**src/hdl/nnta_ram.sv**
```systemverilog
// Generic single-write, single-read synchronous RAM with registered read data.
// No dependencies.
module nnta_ram #(
    parameter int WIDTH = 32,
    parameter int DEPTH = 32,
    parameter int ADDR_W = (DEPTH > 1) ? $clog2(DEPTH) : 1
) (
    input  logic              clk,
    input  logic              we,
    input  logic [ADDR_W-1:0] waddr,
    input  logic [WIDTH-1:0]  wdata,
    input  logic [ADDR_W-1:0] raddr,
    output logic [WIDTH-1:0]  rdata
);

    logic [WIDTH-1:0] mem [DEPTH];

    always_ff @(posedge clk)
    begin
        if (we)
        begin
            mem[waddr] <= wdata;
        end
        rdata <= mem[raddr];
    end

endmodule

```
**config.mk**
```make
export PLATFORM = sky130hd
export DESIGN_NAME = nnta_ram
export DESIGN_NICKNAME = d
export VERILOG_FILES = /design/src/hdl/nnta_ram.sv
export SDC_FILE = /design/constraint.sdc
export NUM_CORES = 1
export LEC_CHECK = 0
export ABC_AREA = 1
export BUFFER_PORTS_ARGS = -buffer_cell sky130_fd_sc_hd__buf_4
export CAP_MARGIN = 20
export CELL_PAD_IN_SITES_DETAIL_PLACEMENT = 2
export CELL_PAD_IN_SITES_GLOBAL_PLACEMENT = 2
export CORE_ASPECT_RATIO = 1.1
export CORE_MARGIN = 2
export CORE_UTILIZATION = 45
export CTS_BUF_LIST = sky130_fd_sc_hd__clkbuf_4 sky130_fd_sc_hd__clkbuf_8
export DETAILED_ROUTE_END_ITERATION = 6
export HOLD_SLACK_MARGIN = 0.03
export PLACE_DENSITY_LB_ADDON = 0.1
export SETUP_SLACK_MARGIN = 0.3
export SLEW_MARGIN = 20
export SYNTH_ARGS = -nofsm -noshare
export SYNTH_HDL_FRONTEND = slang
export SYNTH_SLANG_ARGS = --single-unit
```
**constraint.sdc**
```tcl
create_clock -name clk -period 2.75 [get_ports clk]
set_input_delay 0.1375 -clock clk [delete_from_list [all_inputs] [get_ports clk]]
set_output_delay 0.1375 -clock clk [all_outputs]
set_load 0.05 [all_outputs]
```
Word-level counts from Yosys, hierarchy flattened --
Memory sizes are Yosys's and may differ from the RTL's. A register that Yosys moved wholly into a read port is not among the register bits. Cells that the tools add are included.
Cells by class: order comparisons 0, multiply operators 0, multiplexer cells 2, equality and inequality tests 0, add/sub/neg operators 0, bitwise operators 0, reductions and logical operators 0, shifts and indexed selects 0, divide/modulo/power cells 0
Operator list (number):
- 2-to-1 mux 1 bit | 2
Word-level totals: flip-flop bits (word level) 0, bits of input ports 44, RAM bits 1024, memories 1, ROM bits 0, latch bits 0, output and inout bits 32
Memories:
- mem | depth 32, bits a word 32, rd ports 1, clocked after memory_dff 1, wr ports 1, RTL line 16 | logic [WIDTH-1:0] mem [DEPTH];

Longest topological paths before layout --
Gate-level depths: netlist (run 1).
depth in word-level cells 2, mapped depth 12

Least setup slack after synthesis (run 1) --
No wires, ideal clock.
path kind input to register, start point input waddr[0], end point memory mem[0][0], enable pin, stages 3, path buffers 0, setup time 0.421 ns, path slack 0.536 ns, data required time 2.329 ns, arrival time 1.793 ns, cell sequence inv_1 nand3_1 nor2_1
RTL lines:
- from (decl) | RTL line 10 | input logic [ADDR_W-1:0] waddr,
- to (decl) | RTL line 16
No word-level cell before the write port.

==> impl_metrics.toml, run 1 <==
[run_status]
status = "completed"

[global_routing]
grt_pass1_vias = 33180
antenna_found_initial = 3
grt_max_degree = 127
grt_util_all_layers = 0.320
grt.overflow.total = 0
grt_pass1_wl_microns = 222000

[synthesis]
yosysMostFrequentCell = "nand2_1"
synth_edf_count = 1024
yosysTopAreaCellShare = 0.725
syn_nets = 3580
synth_seq_cells = 1056
syn_area_per_cell_sq_um = 12.0
yosys-top-cells-count = "1440 x nand2_1, 1024 x edfxtp_1, 780 x nand3_1"
ys_types = 14
async_flop_share = 0
synth_warnings = 0
yosys.area.top_type = "edfxtp_1"
synth_area_leaders = "edfxtp_1 73%, nand2_1 13%, nand3_1 9.2%, buf_6 1.8%, dfxtp_1 1.5%"
netlist_instances = 3536
synth-seq-area-share = 0.740
mappedNetlistArea_sq_mm = 0.0424
synth_ff_type = "edfxtp_1"

[critical_path]
cp_num_buf_inv = 4
rrSetupSlack_ns = 0.40
worstPathRequired_ns = 3.52
cpMostUsedCell = "nand2_1"
timing.rr.start = "mem[0][6]"
cp_slowest_stage_delay_ns = 0.97
crit_family = "buffers and inverters"
critical_path.endpoint_type = "flop"
worstSetupPathType = "primary input to flop"
path_depth = 11
timing.rr.end = "rdata[6]"
path_max_fanout = 31
arrival_ns = 3.20
start_kind = "primary input"
path_cells = "buf_8 -> dlygate4sd3_1 -> nand3_1 -> nand3_1 -> nand2_1 -> dlygate4sd3_1 -> nand2_1 -> nand2_1 -> dlygate4sd3_1 -> nand2_1 -> nand2_1"
reg2reg_depth = 10
cp_slowest_cell = "dlygate4sd3_1"

[detailed_routing]
viasPerCell = 5.82
dr.first_iter.drc_count = 2577
routed_wirelength_microns = 153000
drc = 0
antenna_left = 0
routedWlPerCell_microns = 30.0
drt_first_pass_iters = 7
vias = 29755

[power]
leakage_nw = 17.8
power-per-cell-area_mw_per_mm2 = 710
vdd_drop_max_uv = 481

[floorplan]
die_area_sq_mm = 0.0967
io_pins = 76
die_y_microns = 326
die_w_microns = 297
core_sq_mm = 0.0938
start_util = 0.452
rows = 118

[clocking]
cts-buffers-inserted = 175
clockRootBuffer = "clkbuf_8"
cts_sinks = 1056
cts_tree = "built"
clk_pin_slew_ns = 0.07
post_cts.repair.setup_buffers = 0
clock_latency_ns = 0.88
cts_max_path_buffers = 3
htreeDepth = 4

[sta]
setup_viol = 0
fin_setup_tns_ns = 0
report.final.slew_viol_count = 0
fmax_mhz = 413
rsz0062_at_grt = "false"
worst_slew_pin_slew_ns = 0.869
period_needed_ns = 2.42
relSlewSlack = 0.421
report.final.hold_viol_count = 0
clock_skew_ns = 0.0330
finalCritPeriodShare = 0.881

[final_layout]
nets = 3756
area.sequential_sq_mm = 0.0314
syn2layout_area_growth_pct = 14.2
drive_above_1_share = 0.127
multiInputGateArea_sq_mm = 0.00967
design_area_sq_mm = 0.0484
n_fill_cell = 9075

[placed_design]
place_area_sq_mm = 0.0445
gp_congestion = 0.759
dpl.hpwl_microns = 79500
portBuffers = 75

[min_path]
min_from = "raddr[0]"
worstHoldPathCells = 9
hold_class = "primary input to flop"
hold_path_end = "rdata[14]"

[run]
drv_cap = 0
-- power by group --
part | leakage, nW | switching [W] | total (W) | internal [W]
sequential | 9.49 | 0.0000985 | 0.0180 | 0.0179
combinational | 6.54 | 0.00192 | 0.00258 | 0.000656
clock | 1.80 | 0.00659 | 0.0138 | 0.00726
-- flip-flops by register name, summed over array words and instances (netlist names) --
signal  count
mem      1024
rdata      32
-- worst register-to-register path: stages, from the launching register on --
cell and delay, ns:
edfxtp_1 0.40, nand2_1 0.10, nand3_1 0.08, nand3_1 0.13
nand2_1 0.08, nand2_1 0.08, nand2_1 0.07, nand2_1 0.06
dlygate4sd3_1 0.55, nand2_1 0.08, dlygate4sd3_1 0.58
-- through the flow --
| step | power (W) | setup slack, ns | util | std cells | hold WS (ns) |
|---|---|---|---|---|---|
| floorplan | 0.0197 | 0.536 | - | 3536 | 0.236 |
| global placement | 0.0206 | 0.739 | 0.475 | 4748 | 0.551 |
| detailed placement | 0.0208 | 0.627 | 0.475 | 4748 | 0.570 |
| CTS | 0.0346 | 0.437 | 0.516 | 5108 | 0.0303 |
| global route | 0.0355 | 0.313 | 0.517 | 5111 | 0.0973 |
| finish | 0.0344 | 0.326 | 0.517 | 5112 | 0.0634 |
-- area by class of cell --
class,instances,share of cell area
well taps,1260,0.0325
flip-flops and latches,1056,0.648
clock inverters,69,0.00811
diodes,2,0.000103
inverters,10,0.00165
repair inverters,1,0.000232
repair buffers,216,0.0475
clock buffers,246,0.0623
multi-input cells,2252,0.200
-- layer usage --
metal / GRT usage / part of all wire / vias to the layer above
met2: 0.541 / 0.50 / 1040
met1: 0.392 / 0.39 / 15538
li1: - / - / 12731
met3: 0.0544 / 0.055 / 444
met4: 0.173 / 0.054 / 2
met5: 0 / 0.000085 / -
-- cell families after synthesis --
family	share of synthesized area
and+or+nand+nor	0.222
DFF	0.740
buffers and inverters	0.0374
-- timing repair --
| action | CTS | global route |
|---|---|---|
| endpoints found under the hold margin | 1072 | 0 |
| setup endpoints to repair | 0 | 2 |
| resized for setup | 0 | 5 |
| hold buffers | 45 | 0 |
-- worst max-delay path by stage --
stage / from / to / slack [ns]
floorplan: waddr[0] / mem[0][0] / 0.54
global placement: raddr[0] / rdata[4] / 0.74
detailed placement: raddr[0] / rdata[17] / 0.63
CTS: raddr[2] / rdata[6] / 0.44
global route: raddr[1] / rdata[4] / 0.31
finish: raddr[1] / rdata[4] / 0.33
-- layout by cell type, fill, tap and decap left out --
master,instances
nand2_1,1440
edfxtp_1,1024
nand3_1,780
clkbuf_8,187
buf_4,125
clkbuf_4,59
dlygate4sd3_1,45
buf_12,41
clkinv_1,34
nor2_4,32
dfxtp_1,32
clkinv_2,21
clkinvlp_4,7
inv_6,6
inv_1,5
inv_8,3
diode_2,2
bufinv_16,2
buf_6,2
clkinv_16,1
inv_2,1
clkbuf_16,1
buf_8,1
buf_16,1
Power figures use the tool's default switching activity.
==> run 2: changes to the inputs <==
- CORE_MARGIN: 2 -> unset
==> impl_metrics.toml, run 2 (synthesis gave the netlist of run 1 again) <==
[final_layout]
reg_top3 = "mem x1024, rdata x32"
layout_common_cells = "1440 x nand2_1, 1024 x edfxtp_1, 780 x nand3_1"
syn2layout_area_growth_pct = 14.2
top_register = "mem"
drive_above_1_share = 0.128
nets = 3757
final_common_cell = "nand2_1"
largest_reg_flops = 1024
stdcell_count = 5109

[sta]
period_needed_ns = 1.91
report.final.slew_viol_count = 0
finalCritPeriodShare = 0.694
fin_hold_ws_ns = 0.104
fin_setup_tns_ns = 0
report.final.hold_viol_count = 0
fmax_mhz = 524
setup_viol = 0
rsz0062_at_grt = "false"
worst_slew_pin_slew_ns = 0.777
relSlewSlack = 0.482
clock_skew_ns = 0.0217

[power]
leakage_nw = 17.8
p_sw_w = 0.00853
p_int_w = 0.0260
power-per-cell-area_mw_per_mm2 = 714
p_seq_frac = 0.521
switching_share = 0.247
pwr-share-comb = 0.074
vdd_drop_max_uv = 418
clockPowerShare = 0.405

[placed_design]
dpl.hpwl_microns = 82100
dp_cells = 4745
gp_congestion = 0.763
portBuffers = 75

[floorplan]
die_y_microns = 324
io_pins = 76
core_sq_mm = 0.0930
start_util = 0.456
rows = 117
die_area_sq_mm = 0.0955
die_w_microns = 295

[global_routing]
grt_pass1_vias = 32894
antenna_found_initial = 5
grt_pass1_wl_microns = 221000
grt.overflow.total = 0
grt_max_degree = 117
grt_util_all_layers = 0.322

[run_status]
status = "completed"

[detailed_routing]
dr.first_iter.drc_count = 2240
routed_wirelength_microns = 152000
vias = 29538
viasPerCell = 5.78
routedWlPerCell_microns = 29.7
drt_first_pass_iters = 5
drc = 0
antenna_left = 0

[clocking]
ctsHoldBuffers = 41
post_cts.repair.setup_buffers = 0
cts_sinks = 1056
htreeDepth = 4
cts-buffers-inserted = 174
cts_tree = "built"
clk_pin_slew_ns = 0.06
cts.repair.resized = 0
cts_max_path_buffers = 3
clock_latency_ns = 0.84
clockRootBuffer = "clkbuf_8"

[critical_path]
worstPathRequired_ns = 3.20
critical_path.endpoint_type = "flop"
path_max_fanout = 18
arrival_ns = 2.36
worstSetupPathType = "primary input to flop"
start_kind = "primary input"

[run]
drv_cap = 0

[min_path]
hold_class = "primary input to flop"
==> run 2: cell count changes in the layout (fill, tap and decap cells not counted), sizes merged <==
| cell | change |
|---|---|
| clkinv | +1 |
| clkbuf | +7 |
| inv | -6 |
| dlygate4sd3 | -4 |
| diode | +2 |
| buf | +8 |
==> run 2: path summary, 6_finish.rpt <==
kind	startpoint	to	slack, ns	cells after the start
max	we	mem[8][27]	0.84	7
min	raddr[0]	rdata[8]	0.10	9
max reg2reg	mem[29][24]	rdata[24]	1.37	8
min reg2reg	mem[26][8]	rdata[8]	0.78	8
==> run 2: critical path, cell delays in order <==
cell	delay, ns
dlygate4sd3_1	0.53
buf_4	0.13
nand3_1	0.07
dlygate4sd3_1	0.56
buf_4	0.22
nor2_4	0.16
buf_4	0.49
==> run 2: area by class of cell <==
class	count	area (sq um)
antenna	4	10.0
clock buffer	254	3140
timing repair buffer	219	2230
fill	8932	44500
multi-input combinational	2252	9670
tap	1249	1560
sequential	1056	31400
clock inverter	65	342
inverter	10	67.6
==> run 2: metrics by stage <==
stage | setup slack (ns) | utilization | cell area (sq um) | total power (W)
global route | 0.822 | 0.521 | 48400 | 0.0356
finish | 0.843 | 0.521 | 48400 | 0.0345
detailed placement | 0.579 | 0.479 | 44500 | 0.0208
floorplan | 0.536 | - | 42400 | 0.0197
CTS | 0.911 | 0.521 | 48400 | 0.0348
global placement | 0.615 | 0.479 | 44500 | 0.0206
==> run 2: per-layer routing <==
metal | track usage | part of all wire | wire length, microns | up-vias
met2 | 0.570 | 0.52 | 78300 | 906
li1 | - | - | - | 12718
met5 | 0 | 0.00028 | 42 | -
met1 | 0.398 | 0.40 | 61000 | 15596
met4 | 0.131 | 0.037 | 5600 | 6
met3 | 0.0436 | 0.044 | 6750 | 312
==> run 2: power groups by stage <==
stage,sequential (W),combinational (W),clock (W)
2_1_floorplan,0.0185,0.00123,0
3_3_place_gp,0.0183,0.00233,0
3_5_place_dp,0.0183,0.00247,0
4_1_cts,0.0180,0.00256,0.0142
5_1_grt,0.0180,0.00273,0.0148
6_report,0.0180,0.00256,0.0140
==> run 3: changes to the inputs <==
- clock period: 2.75 -> 1.9 ns (I/O delays scaled with it)
==> impl_metrics.toml, run 3 (synthesis gave the netlist of run 1 again) <==
[global_routing]
grt_util_all_layers = 0.346
grt_pass1_vias = 34031
grt_max_degree = 73
grt_use_met2 = 0.609
use_met1 = 0.421
grt-busiest-layer = "met2"
grt.overflow.total = 0
grt_use_met3 = 0.0508
antenna_found_initial = 6
grt_pass1_wl_microns = 235000

[final_layout]
top_register = "mem"
n_fill_cell = 8834
multiInputGateArea_sq_mm = 0.00967
drive_above_1_share = 0.142
largest_reg_flops = 1024
layout_common_cells = "1440 x nand2_1, 1024 x edfxtp_1, 780 x nand3_1"
area.sequential_sq_mm = 0.0314
post-route-util = 0.533
reg_top3 = "mem x1024, rdata x32"
syn2layout_area_growth_pct = 16.9
nets = 3807
stdcell_count = 5150
final_common_cell = "nand2_1"

[floorplan]
rows = 117
start_util = 0.456
die_area_sq_mm = 0.0955
die_w_microns = 295
die_y_microns = 324
core_sq_mm = 0.0930
io_pins = 76

[sta]
rsz0062_at_grt = "false"
fin_setup_tns_ns = 0
fmax_mhz = 602
report.final.hold_viol_count = 0
period_needed_ns = 1.66
setup_viol = 0
report.final.slew_viol_count = 0
worst_slew_pin_slew_ns = 0.644
finalCritPeriodShare = 0.875
clock_skew_ns = 0.0450
relSlewSlack = 0.571

[clocking]
clock_latency_ns = 0.90
clk_pin_slew_ns = 0.08
cts-buffers-inserted = 176
cts_sinks = 1056
cts_max_path_buffers = 3
cts_tree = "built"
clockRootBuffer = "clkbuf_8"
htreeDepth = 4

[critical_path]
cp-startpoint = "raddr[0]"
start_kind = "primary input"
arrival_ns = 2.48
reg2reg_depth = 8
worstSetupPathType = "primary input to flop"
worstPathRequired_ns = 2.71
critical_path.endpoint_type = "flop"
timing.rr.end = "rdata[18]"
timing.rr.start = "mem[5][18]"
rrSetupSlack_ns = 0.42
path_max_fanout = 40

[detailed_routing]
drt_first_pass_iters = 6
routedWlPerCell_microns = 33.4
antenna_left = 0
dr.first_iter.drc_count = 2768
viasPerCell = 6.03
routed_wirelength_microns = 172000
drc = 0
vias = 31062

[power]
leakage_nw = 18.3
power-per-cell-area_mw_per_mm2 = 1030
vdd_drop_max_uv = 626

[placed_design]
dpl.hpwl_microns = 88400
portBuffers = 75
dp_cells = 4784
gp_congestion = 0.777

[min_path]
min_from = "we"
hold_path_end = "mem[12][8]"
hold_class = "primary input to flop"
worstHoldPathCells = 5

[run]
drv_cap = 0

[run_status]
status = "completed"
-- run 3: cell count changes in the layout (fill, tap and decap cells not counted), sizes merged --
cell      delta
buf         +44
clkinv       -7
clkbuf       +5
inv          +5
clkinvlp     -3
diode        -3
-- run 3: critical path: stages --
cell,delay [ns]
dlygate4sd3_1,0.57
buf_8,0.17
buf_12,0.20
buf_6,0.36
nand2_1,0.13
nand3_1,0.15
nand3_1,0.14
nand2_1,0.13
nand2_1,0.07
nand2_1,0.09
nand2_1,0.18
nand2_1,0.12
-- run 3: through the flow --
| step | area [sq um] | hold slack, ns | setup slack (ns) | power [W] |
|---|---|---|---|---|
| finish | 49600 | 0.144 | 0.238 | 0.0512 |
| detailed placement | 45400 | 0.530 | 0.0497 | 0.0303 |
| global route | 49600 | 0.161 | 0.231 | 0.0525 |
| floorplan | 42500 | 0.194 | 0.102 | 0.0285 |
| CTS | 49400 | 0.0707 | 0.243 | 0.0508 |
| global placement | 45400 | 0.510 | 0.189 | 0.0300 |
-- run 3: how the worst max path moves through the flow --
stage                endpoint  slack (ns)  cells past startpoint
floorplan           mem[0][0]        0.10                      3
global placement     rdata[4]        0.19                     11
detailed placement   rdata[4]        0.05                     11
CTS                 rdata[20]        0.24                      1
global route        rdata[28]        0.23                     13
finish               rdata[4]        0.24                     12
-- run 3: repair_timing --
item | CTS | global route
gates cloned | 0 | 5
endpoints found under the setup margin | 10 | 179
buffers inserted | 0 | 4
pin swaps | 0 | 3
gates resized for setup | 19 | 5
hold endpoints to repair | 1059 | 0
hold buffers | 41 | 0
-- run 3: per-layer routing --
metal  vias to the layer above  routed length (microns)
li1                      12819                        -
met1                     16393                    65000
met2                      1401                    86900
met3                       445                    11000
met4                         4                     9010
met5                         -                       26
-- run 3: report_power, final --
| group | switching (W) | total (W) | internal, W |
|---|---|---|---|
| Sequential | 0.000162 | 0.0261 | 0.0259 |
| Combinational | 0.00300 | 0.00408 | 0.00108 |
| Clock | 0.0101 | 0.0211 | 0.0109 |
| Total | 0.0133 | 0.0512 | 0.0379 |
-- run 3: final cells by class --
cell class,instances,area share
Sequential cell,1056,0.633
Multi-Input combinational cell,2252,0.195
Timing Repair Buffer,267,0.0680
Clock buffer,255,0.0636
Tap cell,1249,0.0315
Clock inverter,60,0.00696
Inverter,10,0.00156
Antenna cell,1,0.0000505
