===== src/hdl/nnta_pkg.sv =====
// Shared types and constants for the nearest-neighbor track association block.
// No dependencies; nnta_dist and the top level in hdl/ import this package.
package nnta_pkg;

    localparam int COORD_W  = 16;
    localparam int FRAME_W  = 24;
    localparam int CFG_W    = 12;
    localparam int GATE_W   = 12;
    localparam int EXPIRY_W = 10;
    localparam int DIST_W   = 33;
    localparam int GATE2_W  = 32;

    localparam logic [GATE_W-1:0]   GATE_RESET   = 12'd60;
    localparam logic [EXPIRY_W-1:0] EXPIRY_RESET = 10'd60;

    typedef enum logic [0:0] {
        CFG_GATE_RADIUS   = 1'b0,
        CFG_EXPIRY_FRAMES = 1'b1
    } cfg_index_t;

    typedef enum logic [1:0] {
        STATUS_JOINED  = 2'd0,
        STATUS_STARTED = 2'd1,
        STATUS_FULL    = 2'd2
    } status_t;

    typedef struct packed {
        logic [COORD_W-1:0] pos_x;
        logic [COORD_W-1:0] pos_y;
        logic [FRAME_W-1:0] frame_number;
        logic               last_in_frame;
    } det_word_t;

    typedef struct packed {
        logic [31:0] detection_serial;
        logic [5:0]  track_slot;
        logic [1:0]  status;
        logic        last_of_frame;
    } result_word_t;

    typedef enum logic [3:0] {
        ST_IDLE,
        ST_DREAD,
        ST_DLATCH,
        ST_TSCAN,
        ST_TLATCH,
        ST_WAIT,
        ST_TGATE,
        ST_JREAD,
        ST_JLATCH,
        ST_JCMP,
        ST_PICK,
        ST_FSCAN,
        ST_EMIT
    } nnta_state_t;

endpackage


===== src/hdl/nnta_dist.sv =====
// Three-stage squared Euclidean distance unit on Q12.4 coordinates.
// Depends on nnta_pkg.
module nnta_dist (
    input  logic                           clk,
    input  logic [nnta_pkg::COORD_W-1:0]   ax,
    input  logic [nnta_pkg::COORD_W-1:0]   ay,
    input  logic [nnta_pkg::COORD_W-1:0]   bx,
    input  logic [nnta_pkg::COORD_W-1:0]   by,
    output logic [nnta_pkg::DIST_W-1:0]    dist_sq
);
    import nnta_pkg::*;

    logic [COORD_W-1:0]   dx_reg, dy_reg;
    logic [2*COORD_W-1:0] sx_reg, sy_reg;
    logic [DIST_W-1:0]    sum_reg;

    always_ff @(posedge clk)
    begin
        dx_reg  <= (ax > bx) ? ax - bx : bx - ax;
        dy_reg  <= (ay > by) ? ay - by : by - ay;
        sx_reg  <= dx_reg * dx_reg;
        sy_reg  <= dy_reg * dy_reg;
        sum_reg <= DIST_W'(sx_reg) + DIST_W'(sy_reg);
    end

    assign dist_sq = sum_reg;

endmodule


===== config.mk =====
export PLATFORM = sky130hd
export DESIGN_NAME = nnta_dist
export DESIGN_NICKNAME = d
export VERILOG_FILES = /design/src/hdl/nnta_pkg.sv /design/src/hdl/nnta_dist.sv
export SDC_FILE = /design/constraint.sdc
export NUM_CORES = 1
export LEC_CHECK = 0
export BUFFER_PORTS_ARGS = -buffer_cell sky130_fd_sc_hd__buf_2
export CAP_MARGIN = 10
export CORE_ASPECT_RATIO = 0.9
export CORE_MARGIN = 8
export CORE_UTILIZATION = 55
export CTS_BUF_LIST = sky130_fd_sc_hd__clkbuf_4 sky130_fd_sc_hd__clkbuf_8
export DETAILED_ROUTE_END_ITERATION = 7
export PLACE_DENSITY = 0.79
export SYNTH_ARGS = -nofsm -noshare
export SYNTH_HDL_FRONTEND = slang
export SYNTH_SLANG_ARGS = --single-unit
export TNS_END_PERCENT = 5

===== constraint.sdc =====
create_clock -name clk -period 7.8 [get_ports clk]
set_clock_uncertainty 0.05 [all_clocks]
set_input_delay 0.78 -clock clk [delete_from_list [all_inputs] [get_ports clk]]
set_output_delay 0.78 -clock clk [all_outputs]
set_load 0.01 [all_outputs]

Word-level counts from Yosys, hierarchy flattened --
Cells that the tools add are included.
Storage, ports and cells: input bits 65, register bits after elaboration 129, logic and storage cells 16, output and inout bits 33
Cells by class: add/subtract/negate cells 5, $lt $le $gt $ge 2, muxes and demuxes 2, $mul 2
Operators by type and width (count):
- $mul 16x16->32 | 2
- $sub 16x16->16 | 4
- $add 32x32->33 | 1
- $gt 16x16->1 | 2
- $mux 16 | 2

Logic depth before layout (Yosys ltp) --
Gate-level depths: netlist (run 1).
word-level depth 2, gate-level depth with buffers 25

Least setup slack after synthesis (run 1) --
No wires, ideal clock.
path kind reg-to-reg, start reg dx_reg[4], end reg sx_reg[31], slack 1.733 ns, data required time 7.630 ns, arrival time 5.897 ns, stages on the path, launching flop included 25, path through dfxtp_1 clkbuf_1 clkbuf_1 nand2_1 fa_1 inv_1 fa_1 inv_1 fa_1 inv_1 fa_1 fa_1 inv_1 fa_1 inv_1 ha_1 buf_2 and3_1 and3_1 o21ai_0 and4_4 o31ai_1 a211o_1 a31o_1 xnor2_1
Between the ends: longest elaborated chain between the ends 1
Ends and longest elaborated chain:
- start, declared | RTL line nnta_dist.sv:13 | logic [COORD_W-1:0] dx_reg, dy_reg;
- start signal, assigned | RTL line nnta_dist.sv:19 | dx_reg <= (ax > bx) ? ax - bx : bx - ax;
- $mul 16x16->32 | RTL line nnta_dist.sv:21 | sx_reg <= dx_reg * dx_reg;
- end signal, assigned | RTL line nnta_dist.sv:21
- end, declared | RTL line nnta_dist.sv:14 | logic [2*COORD_W-1:0] sx_reg, sy_reg;
No other way between the ends.

Worst setup path after layout (run 1) --
start reg dx_reg[12], end reg sx_reg[31]
The elaborated chain is that of the path after synthesis.

==> impl_metrics.ini, run 1 <==
[outcome]
status = completed

[clocking]
cts_tree = built
root_buffer = clkbuf_8
htreeDepth = 4
numCtsBuffers = 17
clkTransAtPathRegs_ps = 80
clockBufferDepth = 2
clock_latency_ps = 470
ctsResizeCount = 0
clock_sinks = 127
cts_setup_buffers = 0
hold_buffers = 0

[cells_and_area]
drive_above_1_share_pct = 6.34
multi_input_area_um2 = 16800
largest_reg_flops = 33
layout_commonest_cell = inv_1
final_nets = 3229
fill_cells = 3410
final_cell_mix = inv_1, fa_1, ha_1
regArea_um2 = 2540
synthToLayoutAreaGrowth_pct = 5.84

[setup_path]
worst-setup-path-type = reg2reg
required_ps = 8150
path_buf_inv = 4
critPathLaunchType = flop
critPathTopFamily = adder cells
worstSetupEndpointType = flop
crit_slowest_cell = dfxtp_1
startpoint = dx_reg[12]
critical_path_arrival_ps = 6940
crit_path_frequent_cell = fa_1
timing.rr.start = dx_reg[12]
max_stage_delay_ps = 640
worstPathCellList = inv_1, nor2_1, ha_1, xor2_1, fa_1, inv_1, fa_1, fa_1, fa_1, inv_1, fa_1, inv_1, ha_1, and4_1, nand4_1, or3b_1, and4_4, o31ai_1, a211o_1, a31o_1, xnor2_1
cp_max_fo = 12

[synthesis]
yosysSeqAreaShare_pct = 11.6
synth.distinct_cells = 76
syn-cell-area_um2 = 21900
syn_nets = 3192
synth-seq-cells = 127
async_flop_share_pct = 0
synth_enable_flop_cells = 0
yosys_warnings = 0
syn_inst = 2506
syn_avg_cell_area_um2 = 8.73
yosys_most_used_dff = dfxtp_1

[sta]
finalHoldViolations = 0
final-setup-viol-count = 0
relSlewSlack_pct = 42.3
rsz0062_at_grt = false
fin_tns_setup_ps = 0
slew_violations = 0
fmax_ghz = 0.152
worstMarginPinSlew_ps = 865
holdWs_ps = 418
min_period_ps = 6600
fin_crit_sh_pct = 84.6

[detailed_routing]
drc = 0
wl_per_cell_um = 15.7
num_vias = 16647
antenna_left = 0
drt_wl_total_um = 48600
first_pass_iters = 5
vias_per_cell = 5.39
first_iter_violations = 959

[global_route]
grt_pass1_vias = 17592
grt_max_degree = 20
gr-total-overflow = 0
grt_pass1_wl_um = 82700
grt_use_total_pct = 21.7
antenna_found_initial = 0

[floorplan]
die_w_um = 226
rows = 69
coreArea_um2 = 39400
start_util_pct = 55.6
dieArea_um2 = 46400
pin_count = 98
die_y_um = 205

[min_path]
worstHoldPathType = reg2reg
min-delay-start = sx_reg[2]

[placement]
dp_hpwl_um = 40900
globalplace.congestion = 0.934
numPortBuffers = 97

[run]
cap_violations = 0
## metal layers
metal	GRT usage, %	share of wire (%)	up-vias
met2	35.9	47	461
li1	-	-	7946
met1	29.6	45	8169
met5	0	0	-
met3	3.31	5.7	71
met4	5.76	2.0	0
## final timing paths
kind	slack (ps)	cells after the start	endpoint
setup / recovery	1200	21	sx_reg[31]
hold / removal	420	1	dist_sq[2]
hold reg to reg	420	1	dist_sq[2]
setup reg to reg	1200	21	sx_reg[31]
## cells in the mapped netlist, drive strengths merged (4+ instances only)
master | n | area [um2]
o21a | 12 | 90.1
o31ai | 4 | 30.0
dfxtp | 127 | 2540
nor2b | 21 | 131
a21o | 77 | 579
a211oi | 6 | 45.0
nand2b | 15 | 93.8
nor2 | 109 | 417
mux2 | 6 | 67.6
a2111oi | 4 | 37.5
xor2 | 45 | 394
a311oi | 4 | 35.0
nor3 | 17 | 96.4
or3 | 9 | 57.6
o21ai | 69 | 349
and3 | 17 | 111
a21boi | 6 | 45.0
nand3 | 25 | 125
or2 | 7 | 43.8
and2 | 86 | 538
nor3b | 4 | 30.0
a221o | 6 | 60.1
o21bai | 20 | 150
xnor2 | 75 | 657
mux2i | 20 | 200
a21oi | 119 | 599
inv | 585 | 2200
a221oi | 4 | 35.0
and4 | 4 | 37.5
a31oi | 21 | 131
clkbuf | 67 | 263
o211ai | 7 | 52.6
nand4 | 19 | 119
nand2 | 210 | 788
buf | 13 | 101
ha | 293 | 3670
fa | 328 | 6570
a31o | 11 | 96.3
## layout make-up
| class | instances | share of cell area (%) |
|---|---|---|
| antenna | 1 | 0.0108 |
| clock buffer | 20 | 1.19 |
| clock inverter | 12 | 0.886 |
| inverter | 585 | 9.48 |
| multi-input combinational | 1714 | 72.5 |
| sequential | 127 | 11.0 |
| tap | 532 | 2.87 |
| timing repair buffer | 98 | 2.13 |
## cells by family (layout without fill, tap and decap cells)
family	after synthesis	after routing	synth area share, %
and+or+nand+nor	552	552	12.2
adders and majority gates	621	621	46.8
buffers and inverters	665	715	11.7
DFF	127	127	11.6
AOI/OAI and AO/OA	395	395	11.7
muxes	26	26	1.22
other	0	1	0
xor gates and xnor gates	120	120	4.80
## worst reg2reg max path, stage by stage, from the launching register on
cell,delay [ps]
dfxtp_1,640
inv_1,310
nor2_1,240
ha_1,280
xor2_1,190
fa_1,540
inv_1,50
fa_1,480
fa_1,500
fa_1,480
inv_1,50
fa_1,470
inv_1,40
ha_1,340
and4_1,250
nand4_1,110
or3b_1,440
and4_4,220
o31ai_1,380
a211o_1,190
a31o_1,160
xnor2_1,110
## through the flow
step | cell area [um2] | setup slack [ps] | utilization, % | std cells
5_1_grt | 23200 | 837 | 58.8 | 3088
2_1_floorplan | 21900 | 1730 | - | 2506
6_report | 23200 | 1200 | 58.8 | 3089
3_3_place_gp | 22700 | 1430 | 57.6 | 3056
3_5_place_dp | 22700 | 1270 | 57.6 | 3056
4_1_cts | 23200 | 1250 | 58.8 | 3088
Power of run 1 is left out: the tool's default activity adds up to more than one toggle a clock period on the data nets, which glitch-free logic cannot reach.
==> run 2, diff against run 1 <==
PLACE_DENSITY = 0.82   (was 0.79)
clock period = 6 ns   (was 7.8 ns; I/O delays follow)
==> impl_metrics.ini, run 2 (synthesized netlist as in run 1, its figures left out) <==
[clocking]
clock_latency_ps = 470
clock_sinks = 127
root_buffer = clkbuf_8
clockBufferDepth = 2
cts_tree = built
htreeDepth = 4
numCtsBuffers = 17
clkTransAtPathRegs_ps = 80

[sta]
worstMarginPinSlew_ps = 873
relSlewSlack_pct = 41.8
slew_violations = 0
fin_crit_sh_pct = 98.4
final-setup-viol-count = 0
min_period_ps = 5900
fin_tns_setup_ps = 0
finalHoldViolations = 0
rsz0062_at_grt = true
fmax_ghz = 0.169

[run]
cap_violations = 0

[placement]
globalplace.congestion = 0.937
numPortBuffers = 97
dp_hpwl_um = 43100
place_inst = 3150

[cells_and_area]
fill_cells = 3334
layout_commonest_cell = inv_1
diodes = 0
final_cell_mix = inv_1, fa_1, ha_1
synthToLayoutAreaGrowth_pct = 9.89
largest_reg_flops = 33
final_nets = 3326
drive_above_1_share_pct = 12.3
final_cells = 3184

[setup_path]
critPathLaunchType = flop
max_stage_delay_ps = 530
required_ps = 6350
worstPathCellList = buf_4, nand2_1, inv_1, fa_1, inv_1, fa_1, inv_1, fa_1, fa_1, fa_1, inv_1, fa_1, inv_1, ha_1, a21oi_1, o21ai_1, a22oi_2, o21ai_2, a2111o_1, a31o_2, a41oi_2, xnor2_1
r2r_cells = 22
critPathTopFamily = adder cells
worstSetupEndpointType = flop
crit_slowest_cell = fa_1
worst-setup-path-type = reg2reg
critical_path_arrival_ps = 6260
cp_max_fo = 5
cp.depth = 22
crit_path_frequent_cell = fa_1
path_buf_inv = 6

[global_route]
antenna_found_initial = 1
grt_pass1_vias = 18232
gr-total-overflow = 0
grt_use_total_pct = 22.3
grt_pass1_wl_um = 85100
grt_max_degree = 17

[detailed_routing]
antenna_left = 0
first_pass_iters = 6
first_iter_violations = 1253
drc = 0
vias_per_cell = 5.42
drt_wl_total_um = 50500
num_vias = 17252
wl_per_cell_um = 15.9

[floorplan]
start_util_pct = 55.6
rows = 69
dieArea_um2 = 46400
pin_count = 98
die_y_um = 205
coreArea_um2 = 39400
die_w_um = 226

[outcome]
status = completed

[min_path]
worstHoldPathType = in2reg
holdPathStages = 3
run 2: changes by cell type in the layout (fill, tap and decap cells not counted), moves of 14 or more:
cell     change
dfxtp_4     +14
dfxtp_1     -29
dfxtp_2     +15
buf_4       +95
run 2: final timing paths:
kind | from | slack [ps] | to
setup / recovery | dy_reg[8] | 100 | sy_reg[29]
hold reg to reg | sx_reg[0] | 420 | dist_sq[0]
hold / removal | by[0] | 380 | dy_reg[0]
setup reg to reg | dy_reg[8] | 100 | sy_reg[29]
run 2: per-stage QoR:
step                util [%]  setup slack, ps  hold WS [ps]  area [um2]
finish                  61.1             95.7           379       24000
global route            61.1            -85.7           374       24000
CTS                     60.5             1.24           355       23800
detailed placement      59.4             -134           402       23400
global placement        59.4             36.1           392       23400
floorplan                  -            -16.9           292       21900
run 2: repair_timing:
| action | in CTS | in global routing |
|---|---|---|
| setup endpoints to repair | 11 | 21 |
| hold buffers | 0 | 0 |
| setup buffers | 0 | 3 |
| pin swaps | 1 | 18 |
| resized for setup | 23 | 66 |
run 2: per-layer routing:
layer	vias to the layer above	GRT usage, %	wire [um]
met4	0	6.87	1270
met3	95	3.52	3240
met1	8462	30.0	22200
li1	8143	-	-
met5	-	0	0
met2	552	36.9	23900
run 2: worst min-delay path, cell delays in order:
cell and delay, ps:
buf_2 90, ha_1 140, inv_1 40
run 2: cell type report:
cell class                      count  area, um2  share of cell area [%]
Multi-Input combinational cell   1714      17000                    70.5
Sequential cell                   127       2610                    10.9
Inverter                          585       2200                    9.13
Timing Repair Buffer              195       1230                    5.11
Tap cell                          532        666                    2.77
Clock buffer                       17        234                   0.973
Clock inverter                     14        158                   0.656
Power of run 2 is left out for the same reason.
==> run 3, diff against run 2 <==
RECOVER_POWER = 100   (was unset)
==> impl_metrics.ini, run 3 (synthesized netlist as in run 1, its figures left out) <==
[detailed_routing]
antenna_left = 0
wl_per_cell_um = 15.9
drc = 0
num_vias = 17281
first_iter_violations = 1222
first_pass_iters = 5
vias_per_cell = 5.43
drt_wl_total_um = 50600

[floorplan]
pin_count = 98
coreArea_um2 = 39400
dieArea_um2 = 46400
rows = 69
die_w_um = 226
die_y_um = 205
start_util_pct = 55.6

[setup_path]
worst-setup-path-type = reg2reg
worstSetupEndpointType = flop
required_ps = 6350
critical_path_arrival_ps = 6250
r2r_slack_ps = 100
worstPathCellList = buf_4, nand2_1, inv_1, fa_1, inv_1, fa_1, inv_1, fa_1, fa_1, fa_1, inv_1, fa_1, inv_1, ha_1, a21oi_1, o21ai_1, a22oi_2, o21ai_2, a2111o_1, a31o_2, a41oi_2, xnor2_1
cp_max_fo = 5
crit_slowest_cell = fa_1
max_stage_delay_ps = 530
critPathLaunchType = flop
crit_path_frequent_cell = fa_1

[placement]
globalplace.congestion = 0.937
dp_hpwl_um = 43100
numPortBuffers = 97

[sta]
worstMarginPinSlew_ps = 858
finalHoldViolations = 0
final-setup-viol-count = 0
min_period_ps = 5900
fmax_ghz = 0.170
fin_crit_sh_pct = 98.3
relSlewSlack_pct = 42.8
holdWs_ps = 381
rsz0062_at_grt = true
slew_violations = 0

[cells_and_area]
drive_above_1_share_pct = 10.7
diodes = 0
final_nets = 3326
largest_reg_flops = 33
synthToLayoutAreaGrowth_pct = 9.61
fill_cells = 3356
final_cell_mix = inv_1, fa_1, ha_1
layout_commonest_cell = inv_1

[global_route]
grt_pass1_wl_um = 85100
grt_max_degree = 17
grt_use_total_pct = 22.3
gr-total-overflow = 0
antenna_found_initial = 1
grt_pass1_vias = 18232

[clocking]
clkTransAtPathRegs_ps = 80
root_buffer = clkbuf_8
numCtsBuffers = 17
clock_sinks = 127
htreeDepth = 4
cts_tree = built
hold_buffers = 0
clock_latency_ps = 470
clockBufferDepth = 2

[outcome]
status = completed

[min_path]
worstHoldPathType = in2reg

[run]
cap_violations = 0
[run 3: critical path: cells and delay by family, from the launching register on]
family	cells	cell delay [ps]
XOR/XNOR	1	130
adder cells (fa/ha/maj)	7	3230
buffers and inverters	6	440
flip-flops	1	370
AO/OA/AOI/OAI	7	1490
AND/OR/NAND/NOR	1	100
[run 3: cell type report]
type	count	area [um2]	area share, %
Multi-Input combinational cell	1714	16900	70.6
Timing Repair Buffer	195	1180	4.91
Clock buffer	17	234	0.975
Clock inverter	14	158	0.657
Tap cell	532	666	2.78
Inverter	585	2200	9.15
Sequential cell	127	2610	10.9
[run 3: per-stage QoR]
| stage | instance area (um2) | TNS [ps] | setup slack (ps) | utilization [%] | std cells |
|---|---|---|---|---|---|
| 3_5_place_dp | 23400 | -526 | -134 | 59.4 | 3150 |
| 4_1_cts | 23800 | 0 | 1.24 | 60.5 | 3181 |
| 5_1_grt | 24000 | -403 | -85.7 | 60.9 | 3184 |
| 3_3_place_gp | 23400 | 0 | 36.1 | 59.4 | 3150 |
| 2_1_floorplan | 21900 | -32.9 | -16.9 | - | 2506 |
| 6_report | 24000 | 0 | 104 | 60.9 | 3184 |
[run 3: repair_timing]
action / in CTS / in global routing
pin swaps: 1 / 18
resized for setup: 23 / 66
hold endpoints to repair: 0 / 0
setup buffers: 0 / 3
setup endpoints to repair: 11 / 21
[run 3: worst paths after layout]
kind                                 from          to  cells after the start
worst max register to register  dy_reg[8]  sy_reg[29]                     22
worst min register to register  sx_reg[0]  dist_sq[0]                      1
worst min-delay path                by[0]   dy_reg[0]                      3
worst max-delay path            dy_reg[8]  sy_reg[29]                     22
[run 3: layer usage]
metal  routed length (um)  vias to the layer above  track usage (%)
li1                     -                     8138                -
met1                22200                     8461             30.0
met2                23800                      591             36.9
met3                 3350                       91             3.52
met4                 1240                        0             6.87
met5                    0                        -                0
Power of run 3 is left out for the same reason.
